## config.mk

```make
export PLATFORM = sky130hd
export DESIGN_NAME = byte_rle_compressor
export DESIGN_NICKNAME = d
export VERILOG_FILES = /design/src/rtl/core/brle_pkg.sv /design/src/rtl/core/brle_packer.sv /design/src/rtl/core/brle_seq.sv /design/src/rtl/core/byte_rle_compressor.sv
export SDC_FILE = /design/constraint.sdc
export NUM_CORES = 2
export LEC_CHECK = 0
export BUFFER_PORTS_ARGS = -buffer_cell sky130_fd_sc_hd__buf_4
export CAP_MARGIN = 15
export CELL_PAD_IN_SITES_DETAIL_PLACEMENT = 1
export CELL_PAD_IN_SITES_GLOBAL_PLACEMENT = 2
export CORE_ASPECT_RATIO = 0.6
export CORE_MARGIN = 5
export CORE_UTILIZATION = 41
export CTS_BUF_LIST = sky130_fd_sc_hd__clkbuf_16
export CTS_CLUSTER_SIZE = 12
export DETAILED_ROUTE_END_ITERATION = 8
export PLACE_DENSITY = 0.74
export SKIP_LAST_GASP = 1
export SLEW_MARGIN = 20
export SYNTH_ARGS = -nofsm -noshare
export SYNTH_HDL_FRONTEND = slang
export SYNTH_SLANG_ARGS = --single-unit
export TNS_END_PERCENT = 10
```

## constraint.sdc

```tcl
create_clock -name clk -period 5 [get_ports clk]
set_input_delay 0.5 -clock clk [delete_from_list [all_inputs] [get_ports clk]]
set_output_delay 0.5 -clock clk [all_outputs]
set_load 0.03 [all_outputs]
```

## src/rtl/core/brle_pkg.sv

```systemverilog
`timescale 1ns / 1ps
// ----------------------------------------------------------------------------
// brle_pkg
// Shared constants and types of the byte run-length compressor.
// ----------------------------------------------------------------------------
package brle_pkg;

  localparam int unsigned BYTE_W   = 8;
  localparam int unsigned LANES    = 8;
  localparam int unsigned WORD_W   = BYTE_W * LANES;
  localparam int unsigned CNT_W    = 4;

  // Longest run and longest literal segment.
  localparam logic [BYTE_W-1:0] MAX_RUN = 8'd255;
  localparam logic [BYTE_W-1:0] MAX_SEG = 8'd255;
  localparam int unsigned       LIT_DEPTH = 255;

  // Request from the sequencer to the packer: push one byte, or mark the
  // end of the current item's output.
  typedef struct packed {
    logic              push;
    logic              endm;
    logic [BYTE_W-1:0] data;
  } pk_req_t;

endpackage

```

## src/rtl/core/brle_packer.sv

```systemverilog
`timescale 1ns / 1ps
// ----------------------------------------------------------------------------
// brle_packer
// Gathers output bytes into 64-bit words and holds the finished word in an
// output register.
// ----------------------------------------------------------------------------
module brle_packer
  import brle_pkg::*;
(
  input  logic              clk,
  input  logic              rst,
  input  pk_req_t           req,
  output logic              ready,
  output logic              out_valid,
  input  logic              out_stall,
  output logic [WORD_W-1:0] packed_bytes,
  output logic [CNT_W-1:0]  byte_count,
  output logic              last_of_run
);

  logic [WORD_W-1:0] acc;
  logic [CNT_W-1:0]  acc_cnt;
  logic              out_free;
  logic              need_move;
  logic              fire;

  assign out_free  = !out_valid || !out_stall;
  // A full word is only sent once it is known whether it closes the item.
  assign need_move = (req.push && acc_cnt == CNT_W'(LANES)) ||
                     (req.endm && acc_cnt != '0);
  assign ready     = !need_move || out_free;
  assign fire      = (req.push || req.endm) && ready;

  always_ff @(posedge clk) begin
    if (rst) begin
      out_valid <= 1'b0;
      acc_cnt   <= '0;
    end else begin
      if (fire && need_move) begin
        out_valid <= 1'b1;
      end else if (!out_stall) begin
        out_valid <= 1'b0;
      end
      if (fire) begin
        if (req.endm) begin
          acc_cnt <= '0;
        end else if (acc_cnt == CNT_W'(LANES) || acc_cnt == '0) begin
          acc_cnt <= CNT_W'(1);
        end else begin
          acc_cnt <= acc_cnt + CNT_W'(1);
        end
      end
    end
  end

  always_ff @(posedge clk) begin
    if (fire && need_move) begin
      packed_bytes <= acc;
      byte_count   <= acc_cnt;
      last_of_run  <= req.endm;
    end
    if (fire && req.push) begin
      if (acc_cnt == CNT_W'(LANES) || acc_cnt == '0) begin
        acc <= {{(WORD_W-BYTE_W){1'b0}}, req.data};
      end else begin
        acc[{acc_cnt[2:0], 3'b000} +: BYTE_W] <= req.data;
      end
    end
  end

endmodule

```

## src/rtl/core/brle_seq.sv

```systemverilog
`timescale 1ns / 1ps
// ----------------------------------------------------------------------------
// brle_seq
// Group tracking, literal store and the byte sequencer that walks through
// the closing of groups, segment flushes and the terminator.
// ----------------------------------------------------------------------------
module brle_seq
  import brle_pkg::*;
(
  input  logic              clk,
  input  logic              rst,
  input  logic              add_terminator,
  input  logic              in_valid,
  output logic              in_stall,
  input  logic [BYTE_W-1:0] data_byte,
  input  logic              last_byte,
  output pk_req_t           req,
  input  logic              ready
);

  localparam logic [3:0] S_IDLE  = 4'd0;
  localparam logic [3:0] S_CLOSE = 4'd1;
  localparam logic [3:0] S_CDONE = 4'd2;
  localparam logic [3:0] S_LHDR0 = 4'd3;
  localparam logic [3:0] S_LHDR1 = 4'd4;
  localparam logic [3:0] S_LRD   = 4'd5;
  localparam logic [3:0] S_LDAT  = 4'd6;
  localparam logic [3:0] S_RUN0  = 4'd7;
  localparam logic [3:0] S_RUN1  = 4'd8;
  localparam logic [3:0] S_TERM0 = 4'd9;
  localparam logic [3:0] S_TERM1 = 4'd10;
  localparam logic [3:0] S_END   = 4'd11;

  logic [3:0]        state, state_next;
  logic [3:0]        ret, ret_next;
  logic              phase, phase_next;
  logic [BYTE_W-1:0] held_value, held_value_next;
  logic [BYTE_W-1:0] held_count, held_count_next;
  logic [BYTE_W-1:0] lit_cnt, lit_cnt_next;
  logic [BYTE_W-1:0] rd_idx, rd_idx_next;
  logic [BYTE_W-1:0] cur_byte, cur_byte_next;
  logic              cur_last, cur_last_next;

  logic [BYTE_W-1:0] lit_mem [0:LIT_DEPTH-1];
  logic              mem_we;
  logic              mem_re;
  logic [BYTE_W-1:0] mem_raddr;
  logic [BYTE_W-1:0] mem_rdata;

  assign in_stall = (state != S_IDLE);

  always_ff @(posedge clk) begin
    if (mem_we) begin
      lit_mem[lit_cnt] <= held_value;
    end
    if (mem_re) begin
      mem_rdata <= lit_mem[mem_raddr];
    end
  end

  always_comb begin
    state_next      = state;
    ret_next        = ret;
    phase_next      = phase;
    held_value_next = held_value;
    held_count_next = held_count;
    lit_cnt_next    = lit_cnt;
    rd_idx_next     = rd_idx;
    cur_byte_next   = cur_byte;
    cur_last_next   = cur_last;
    req             = '0;
    mem_we          = 1'b0;
    mem_re          = 1'b0;
    mem_raddr       = rd_idx;

    unique case (state)
      S_IDLE: begin
        if (in_valid) begin
          cur_byte_next = data_byte;
          cur_last_next = last_byte;
          phase_next    = 1'b1;
          if (held_count != '0 && data_byte == held_value && held_count < MAX_RUN) begin
            held_count_next = held_count + 8'd1;
            state_next      = last_byte ? S_CLOSE : S_END;
          end else if (held_count == '0) begin
            held_value_next = data_byte;
            held_count_next = 8'd1;
            state_next      = last_byte ? S_CLOSE : S_END;
          end else begin
            phase_next = 1'b0;
            state_next = S_CLOSE;
          end
        end
      end

      S_CLOSE: begin
        if (held_count == '0) begin
          state_next = S_CDONE;
        end else if (held_count == 8'd1) begin
          // A single byte joins the literal segment.
          mem_we          = 1'b1;
          lit_cnt_next    = lit_cnt + 8'd1;
          held_count_next = '0;
          if (lit_cnt == MAX_SEG - 8'd1) begin
            ret_next   = S_CDONE;
            state_next = S_LHDR0;
          end else begin
            state_next = S_CDONE;
          end
        end else if (lit_cnt != '0) begin
          ret_next   = S_RUN0;
          state_next = S_LHDR0;
        end else begin
          state_next = S_RUN0;
        end
      end

      S_CDONE: begin
        if (!phase) begin
          held_value_next = cur_byte;
          held_count_next = 8'd1;
          phase_next      = 1'b1;
          state_next      = cur_last ? S_CLOSE : S_END;
        end else if (lit_cnt != '0) begin
          ret_next   = S_TERM0;
          state_next = S_LHDR0;
        end else begin
          state_next = S_TERM0;
        end
      end

      S_LHDR0: begin
        req.push = 1'b1;
        req.data = '0;
        if (ready) begin
          state_next = S_LHDR1;
        end
      end

      S_LHDR1: begin
        req.push = 1'b1;
        req.data = lit_cnt;
        if (ready) begin
          state_next = S_LRD;
        end
      end

      S_LRD: begin
        mem_re      = 1'b1;
        mem_raddr   = '0;
        rd_idx_next = '0;
        state_next  = S_LDAT;
      end

      S_LDAT: begin
        // The read of the next entry goes out in the cycle its
        // predecessor is taken, so the segment streams at one byte a cycle while the packer is ready.
        req.push = 1'b1;
        req.data = mem_rdata;
        if (ready) begin
          if (rd_idx + 8'd1 == lit_cnt) begin
            lit_cnt_next = '0;
            state_next   = ret;
          end else begin
            mem_re      = 1'b1;
            mem_raddr   = rd_idx + 8'd1;
            rd_idx_next = rd_idx + 8'd1;
          end
        end
      end

      S_RUN0: begin
        req.push = 1'b1;
        req.data = held_count;
        if (ready) begin
          state_next = S_RUN1;
        end
      end

      S_RUN1: begin
        req.push = 1'b1;
        req.data = held_value;
        if (ready) begin
          held_count_next = '0;
          state_next      = S_CDONE;
        end
      end

      S_TERM0: begin
        held_value_next = '0;
        if (add_terminator) begin
          req.push = 1'b1;
          req.data = '0;
          if (ready) begin
            state_next = S_TERM1;
          end
        end else begin
          state_next = S_END;
        end
      end

      S_TERM1: begin
        req.push = 1'b1;
        req.data = '0;
        if (ready) begin
          state_next = S_END;
        end
      end

      S_END: begin
        req.endm = 1'b1;
        if (ready) begin
          state_next = S_IDLE;
        end
      end

      default: begin
        state_next = S_IDLE;
      end
    endcase
  end

  always_ff @(posedge clk) begin
    if (rst) begin
      state      <= S_IDLE;
      ret        <= S_IDLE;
      phase      <= 1'b0;
      held_value <= '0;
      held_count <= '0;
      lit_cnt    <= '0;
      rd_idx     <= '0;
    end else begin
      state      <= state_next;
      ret        <= ret_next;
      phase      <= phase_next;
      held_value <= held_value_next;
      held_count <= held_count_next;
      lit_cnt    <= lit_cnt_next;
      rd_idx     <= rd_idx_next;
    end
  end

  always_ff @(posedge clk) begin
    cur_byte <= cur_byte_next;
    cur_last <= cur_last_next;
  end

endmodule

```

## src/rtl/core/byte_rle_compressor.sv

```systemverilog
`timescale 1ns / 1ps
// ----------------------------------------------------------------------------
// byte_rle_compressor
// Run-length compressor for a byte stream with literal segments, packing
// the produced bytes eight to a 64-bit output beat.
// ----------------------------------------------------------------------------
// One input byte is handled at a time. A byte that extends the current run
// passes the idle and end states; one that closes a group passes the idle,
// close, close-done and end states, plus both run states for an emitted run
// pair, plus the literal header states, a read state and one data step per
// stored byte when a segment is flushed from the 255-entry literal memory.
// The last byte also closes its group and passes the terminator states,
// which push zero bytes if enabled. The sequencer pushes at most one byte
// per cycle into the packer, and a stalled output beat holds the sequencer.
// Configuration (add_terminator at address 0) may be written only while no
// byte is in progress.
module byte_rle_compressor
  import brle_pkg::*;
(
  input  logic              clk,
  input  logic              rst,
  input  logic              psel,
  input  logic              penable,
  input  logic              pwrite,
  input  logic [1:0]        paddr,
  input  logic [31:0]       pwdata,
  output logic [31:0]       prdata,
  output logic              pready,
  input  logic              in_valid,
  output logic              in_stall,
  input  logic [BYTE_W-1:0] data_byte,
  input  logic              last_byte,
  output logic              out_valid,
  input  logic              out_stall,
  output logic [WORD_W-1:0] packed_bytes,
  output logic [CNT_W-1:0]  byte_count,
  output logic              last_of_run
);

  logic    add_terminator;
  pk_req_t req;
  logic    ready;
  logic    unused_addr;

  // Only one register exists, so every address decodes to it.
  assign unused_addr = ^paddr;
  assign pready      = 1'b1;
  assign prdata      = {31'b0, add_terminator & (unused_addr | ~unused_addr)};

  always_ff @(posedge clk) begin
    if (rst) begin
      add_terminator <= 1'b1;
    end else if (psel && penable && pwrite && pready) begin
      add_terminator <= pwdata[0];
    end
  end

  brle_seq u_seq (
    .clk            (clk),
    .rst            (rst),
    .add_terminator (add_terminator),
    .in_valid       (in_valid),
    .in_stall       (in_stall),
    .data_byte      (data_byte),
    .last_byte      (last_byte),
    .req            (req),
    .ready          (ready)
  );

  brle_packer u_packer (
    .clk          (clk),
    .rst          (rst),
    .req          (req),
    .ready        (ready),
    .out_valid    (out_valid),
    .out_stall    (out_stall),
    .packed_bytes (packed_bytes),
    .byte_count   (byte_count),
    .last_of_run  (last_of_run)
  );

endmodule

```

---- After elaboration in Yosys (flattened, before gate mapping) ----
Memory sizes are Yosys's and may differ from the RTL's. A register that Yosys moved wholly into a read port is not among the register bits.
Cells that the tools add are included.
storage, ports and cells
  register bits ........................... 189
  memory bits (writable) .................. 2040
  input port bits ......................... 50
  output and inout bits ................... 104
  word-level logic and storage cells ...... 172
  memories ................................ 1
cells by class
  add/sub/neg operators ................... 5
  magnitude comparators ................... 1
  equal/unequal tests ..................... 37
  shift operators ......................... 2
  muxes and demuxes ....................... 72
  reductions and logical operators ........ 37
memories
  memory         depth  bits a word  read ports  clocked after memory_dff  wr ports  RTL line        source
  u_seq.lit_mem  255    8            1           1                         1         brle_seq.sv:44  logic [BYTE_W-1:0] lit_mem [0:LIT_DEPTH-1];
operator list
  cell                                                                    number
  8-bit two-way mux                                                       18
  4-bit two-way mux                                                       27
  64-bit bitwise mux                                                      1
  8-bit one-hot mux with 4 select lines                                   2
  8-bit by 8-bit variable shift with 64-bit output, first input constant  1
  8-bit by 8-bit variable part select with 64-bit output                  1
  4-bit one-hot mux with 12 select lines                                  1
  8-bit one-hot mux with 2 select lines                                   2
  2-bit by 1-bit != test with 1-bit output, second input constant         13
  8-bit by 1-bit adder with 8-bit output, second input constant           3
  8-bit one-hot mux with 3 select lines                                   1
  4-bit equality test, second input constant                              5
  4-bit by 3-bit equality test with 1-bit output, second input constant   4
  8-bit equality test                                                     2
  8-bit nonzero test                                                      2
  1-bit two-way mux                                                       15
  4-bit nonzero test                                                      3
  10-bit AND reduction                                                    1
  5-bit AND reduction                                                     2
  1-bit logical AND                                                       9
  4-bit by 2-bit equality test with 1-bit output, second input constant   2
  8-bit by 1-bit equality test with 1-bit output, second input constant   1
  8-bit equality test, second input constant                              1
  4-bit zero test                                                         2
  other kinds (20)                                                        35

---- Depth between registers and ports, before layout ----
  depth in word-level cells ............... 10
  gate-level depth with buffers ........... 20
  mapped depth without buffers ............ 14

---- Modules after synthesis ----
A second synthesis with hierarchy kept.
unflattened totals
  cell total of the unflattened synthesis .. 6943
  area, all modules ....................... 91053.6 sq um
modules (own cells, without submodules)
  module               times used  cells an instance  area each (sq um)  sequential area each (sq um)
  brle_seq             1           6416               84519.8            62590.0
  brle_packer          1           487                6236.0             4093.9
  byte_rle_compressor  1           40                 297.8              20.0

---- Worst setup path after synthesis ----
Ideal clock, no wire load.
  path type ............................... register to register
  start point ............................. register u_seq.held_value[6]
  end point ............................... register u_seq.held_count[4]
  library setup time ...................... 0.071 ns
  data arrival time ....................... 5.217 ns
  data required time ...................... 4.929 ns
  slack ................................... -0.288 ns
  cell stages (with the launch flop) ...... 12
  buffers on the path ..................... 0
  period minus slack after synthesis ...... 5.288 ns
  cell sequence ........................... dfxtp_1 -> xnor2_1 -> nand4_1 -> nor2_1 -> o211ai_1 -> nand2_1 -> o21ai_0 -> a221o_1 -> inv_1 -> nand2_1 -> or3_1 -> a21oi_1
on the way
  cells in the longest elaborated chain, start to end .. 6
  elaborated cells on any way between the ends .. 8
  classes of those cells .................. eq/ne (2); mux (3); reduce/logical (3)
RTL lines
  what                                   RTL line         source
  from (decl)                            brle_seq.sv:37   logic [BYTE_W-1:0] held_value, held_value_next;
  from (signal assigned)                 brle_seq.sv:236  held_value <= held_value_next;
  8-bit equality test *                  brle_seq.sv:82   if (held_count != '0 && data_byte == held_value && held_count < MAX_RUN) begin
  1-bit logical AND * (2 in series)      brle_seq.sv:82
  8-bit two-way mux                      brle_seq.sv:82
  8-bit two-way mux                      brle_seq.sv:78   if (in_valid) begin
  8-bit one-hot mux with 4 select lines  brle_seq.sv:76   unique case (state)
  to (signal assigned)                   brle_seq.sv:237  held_count <= held_count_next;
  to (decl)                              brle_seq.sv:38   logic [BYTE_W-1:0] held_count, held_count_next;
Mark *: on every way between the ends. The rest lies on a longest branch, timed or not. The select of a mux whose other input is x is not followed.
A chain may end at the register's enable or synchronous reset.

---- Final worst setup path ----
  start point ............................. register u_seq.rd_idx[1]
  end point ............................... register u_seq.mem_rdata[7], read port of u_seq.lit_mem (data pin)
on the way
  cells in the longest elaborated chain, start to end .. 5
  elaborated cells on any way between the ends .. 8
  classes of those cells .................. add/sub (1); eq/ne (1); mux (6)
RTL lines
  what                                                                                                   RTL line                          source
  from (decl)                                                                                            brle_seq.sv:40                    logic [BYTE_W-1:0] rd_idx, rd_idx_next;
  from (signal assigned)                                                                                 brle_seq.sv:239                   rd_idx <= rd_idx_next;
  8-bit by 1-bit adder with 8-bit output                                                                 brle_seq.sv:161, brle_seq.sv:166
  8-bit equality test                                                                                    brle_seq.sv:161                   if (rd_idx + 8'd1 == lit_cnt) begin
  8-bit two-way mux / 1-bit two-way mux (equally long branches)                                          brle_seq.sv:161
  8-bit two-way mux / 1-bit two-way mux (equally long branches)                                          brle_seq.sv:160                   if (ready) begin
  8-bit one-hot mux with 2 select lines / 1-bit one-hot mux with 2 select lines (equally long branches)  brle_seq.sv:76
  to (decl)                                                                                              brle_seq.sv:48                    logic [BYTE_W-1:0] mem_rdata;
Parallel ways exist; a longest one is shown, timed or not.

==> run summary <==
Failing checks -> setup timing
Yosys Warn Count -> 0
Switching power -> 10800 uW
Slew @ Worst Pin -> 1330 ps
Worst-path fanout max -> 17
Via Count -> 64400
Switching share of power -> 0.257
Crit path launch type -> flop
Setup violators final -> 8
Setup ws final -> -78.0 ps
Worst path slowest cell -> nor4_1
Final GP Congestion -> 0.928
CP max stage delay -> 940 ps
Clock Path Buffers -> 4
Row Count -> 133
Power per cell area -> 392 nW/um2
Detailed-route DRC error count -> 0
Top_reg_cell synth -> edfxtp_1
Drt total wl -> 341 mm
Fmax -> 197 MHz
Leakage -> 0.0366 uW
Internal power -> 31400 uW
Post-Synthesis Cell Area -> 90600 um2
Initial core utilization -> 0.413
Hold Crit Depth -> 2
TritonCTS sink count -> 2237
Reg power frac -> 0.543
Worst Hold End -> u_seq.state[2]$_SDFFE_PP0P_
Slew margin rel. -> 0.115
Post-synthesis async set-or-reset flop share -> 0
Worst R2R Path Depth -> 16
FILL cells -> 21900
Clock power frac -> 0.353
Number of I/O port buffers -> 88
Chip width -> 617 um
Period Utilization, post-route -> 1.02
H-tree levels -> 4
Final Critical Period -> 5080 ps
Syn_area_per_cell -> 13.6 um2
Initial antenna violation count -> 27
Worst EP arrival -> 5820 ps
Clk slew on worst S/H paths -> 70 ps
Pre-antenna DRT Iters -> 6
Routed wire per std cell -> 32.8 um
Global-route wire length before repair -> 480 mm
Synth cell types -> 94
Top cells by area, synth -> edfxtp_1, nand2_1, nand3_1
GRT Util Overall -> 0.287
CTS Root Cell -> clkbuf_16
Die area -> 231000 um2
Post-synthesis sequential area ratio -> 0.736
Number of synthesized register bits -> 2237
Final ANT Viol Nets -> 0
Total CTS buffers -> 219
Die Height -> 374 um
Area occupied by multi-input gates -> 22200 um2
Worst hold path type -> in -> reg
Skew final -> 41.8 ps
Combinational share of power -> 0.104
Cell taking the most area after synthesis -> edfxtp_1
Clk_lat worst skew -> 890 ps
Vias/cell -> 6.19
R2R Setup Slk -> -80 ps
Worst vdd ir -> 0.343 mV
Min-delay src -> rst
Vias in the first global route -> 62800
Setup_tns -> -336 ps
Sequential Area -> 66700 um2
Final core occ -> 0.490
Hold Fails Final Rpt -> 0
Core ar. -> 219000 um2
Setup CP Type -> reg -> reg
Cell Chain, Critical Path -> buf_4, nand3_1, xnor2_1, o311ai_1, or4_1, buf_4, and3_1, o21ai_4, buf_4, nor2_4, buf_12, a32oi_1, nand4_1, nor4_1, or4_1, o211a_1
CTS tree -> yes
Total grt overflow -> 0
Post-synth EDFFs -> 2190
Share of cells above drive strength 1 -> 0.178
FF-to-FF End -> u_seq.mem_rdata[7]$_DFFE_PP_
Syn-to-layout area delta -> 18.6%
Ports -> 154
RSZ-0062 raised after global routing -> true
Largest net degree at the start of global routing -> 186
Max-cap viol count -> 0
Final net count -> 7477
Synthesized instance count -> 6657
Launch point of the worst reg-to-reg path -> u_seq.rd_idx[1]$_SDFF_PP0_
Share of the synthesized area in the top cell type -> 0.726
Crit path top cell by count -> buf_4
Nature of the critical path endpoint -> flop
Slew Limit Fails -> 0
Critical path data required time -> 5740 ps
DRT iter0 DRCs -> 9807
DP HPWL -> 231 mm
Status -> finished with violations
## routing by layer
layer	part of all wire	GRT usage	routed length, um	vias to the layer above
li1	-	-	-	26700
met1	0.45	0.459	155000	33600
met2	0.40	0.381	135000	3595
met3	0.13	0.0864	44000	437
met4	0.020	0.0565	6980	12
met5	0.00021	0	72	-
## cell families after synthesis
group,Yosys count,share of synthesized area
AO/OA/AOI/OAI,997,0.0795
XOR/XNOR,27,0.00261
adder cells (fa/ha/maj),11,0.00152
buffers and inverters,503,0.0258
flip-flops,2237,0.736
multiplexers,211,0.0234
other,2,0.0000829
AND/OR/NAND/NOR,2669,0.131
## sequential cells by signal, summed over array words and instances (netlist names)
register / flops
u_seq.held_value: 8
u_seq.cur_last: 1
u_seq.mem_rdata: 8
u_packer.acc_cnt: 4
u_seq.rd_idx: 8
u_packer.last_of_run: 1
u_packer.acc: 64
u_seq.phase: 1
u_packer.byte_count: 4
u_seq.held_count: 8
u_packer.packed_bytes: 64
u_seq.lit_mem: 2040
add_terminator: 1
u_seq.ret: 4
u_seq.state: 4
u_seq.cur_byte: 8
u_packer.out_valid: 1
u_seq.lit_cnt: 8
## power by group through the flow
stage | clock network, uW | registers, uW | logic [uW]
floorplan | 0 | 23900 | 1380
global placement | 0 | 23200 | 4100
detailed placement | 0 | 23300 | 4270
CTS | 15000 | 22900 | 4290
global route | 15900 | 22900 | 4610
finish | 14900 | 22900 | 4370
## worst max path at each step
stage,from,to,slack [ps],cells after the start
floorplan,u_seq.rd_idx[1]$_SDFF_PP0_,u_seq.mem_rdata[1]$_DFFE_PP_,870,15
global placement,u_seq.rd_idx[0]$_SDFF_PP0_,u_seq.mem_rdata[1]$_DFFE_PP_,-530,18
detailed placement,u_seq.rd_idx[0]$_SDFF_PP0_,u_seq.mem_rdata[1]$_DFFE_PP_,-520,18
CTS,u_seq.rd_idx[1]$_SDFF_PP0_,u_seq.mem_rdata[5]$_DFFE_PP_,-70,18
global route,u_seq.rd_idx[0]$_SDFF_PP0_,u_seq.mem_rdata[1]$_DFFE_PP_,-90,16
finish,u_seq.rd_idx[1]$_SDFF_PP0_,u_seq.mem_rdata[7]$_DFFE_PP_,-80,16
## through the flow
| step | instances | setup slack (ps) | power, uW | hold slack (ps) | cell area, um2 |
|---|---|---|---|---|---|
| 6_report | 10400 | -78.0 | 42200 | 123 | 108000 |
| 5_1_grt | 10400 | -91.0 | 43400 | 103 | 107000 |
| 4_1_cts | 10400 | -67.9 | 42200 | 68.0 | 107000 |
| 3_5_place_dp | 10100 | -523 | 27600 | 406 | 101000 |
| 3_3_place_gp | 10100 | -531 | 27300 | 402 | 101000 |
| 2_1_floorplan | 6687 | 868 | 25300 | 400 | 90800 |
## layout make-up
cell class	instances	area share
multi-input combinational	3947	0.207
sequential	2237	0.621
tap	2902	0.0338
timing repair buffer	988	0.0823
antenna	3	0.0000698
inverter	23	0.000803
clock buffer	223	0.0519
clock inverter	79	0.00347
## layout by cell type (no fill, tap or decap), types with 11 or more instances in the layout
cell type,netlist,layout
a221oi_1,17,17
dlygate4sd3_1,0,12
and4_1,15,15
inv_1,22,80
nand4_1,120,120
conb_1,2,32
nand2b_1,17,17
a211oi_1,240,236
a22oi_1,54,53
dfxtp_1,47,38
and3_1,188,187
o211ai_1,14,14
or3_1,13,13
nand3_1,441,437
nor4_1,19,15
xor2_1,11,11
a21oi_1,104,99
nor2_1,419,405
mux2i_1,201,201
buf_12,0,109
nor3_1,47,42
o2111ai_1,15,14
nor2b_1,19,18
buf_4,52,862
clkinv_1,1,11
o22ai_1,20,19
a31oi_1,181,178
o221ai_1,11,11
a32oi_1,71,71
xnor2_1,16,16
edfxtp_1,2190,2190
clkbuf_16,0,223
a2111oi_0,26,18
nor2_2,5,15
a311oi_1,67,67
nand2_1,1316,1309
o21ai_0,81,79
## synth_stat cells, drive strengths merged (6+ instances only)
library cell / number
nor2: 425
o21ai: 89
nand4: 120
mux2: 10
clkbuf: 174
o2111ai: 15
buf: 306
a221oi: 18
nor3: 52
or3: 13
xor2: 11
inv: 22
nand2b: 17
a31oi: 182
and2: 12
nor4: 21
a21oi: 106
nand2: 1318
o221ai: 11
edfxtp: 2190
and3: 188
o211ai: 15
a2111oi: 26
o31ai: 9
a311o: 6
a211o: 7
a32oi: 71
nand3: 443
and4: 15
or4: 11
dfxtp: 47
ha: 11
mux2i: 201
xnor2: 16
a311oi: 67
o22ai: 20
nor2b: 19
a22oi: 55
a211oi: 242
## worst max-delay path, delay by kind of cell, from the launching register on
family,cells,cell delay [ps]
and+or+nand+nor,7,2300
buffers and inverters,4,880
AOI/OAI and AO/OA,4,970
DFF,1,410
xor gates and xnor gates,1,350
## timing repair
action	in CTS	in global routing
setup endpoints to repair	8	30
gates resized for setup	11	36
hold buffers	12	0
pin swaps	0	8
buffers inserted	0	11
hold endpoints to repair	19	0
(Power assumes the default switching activity.)
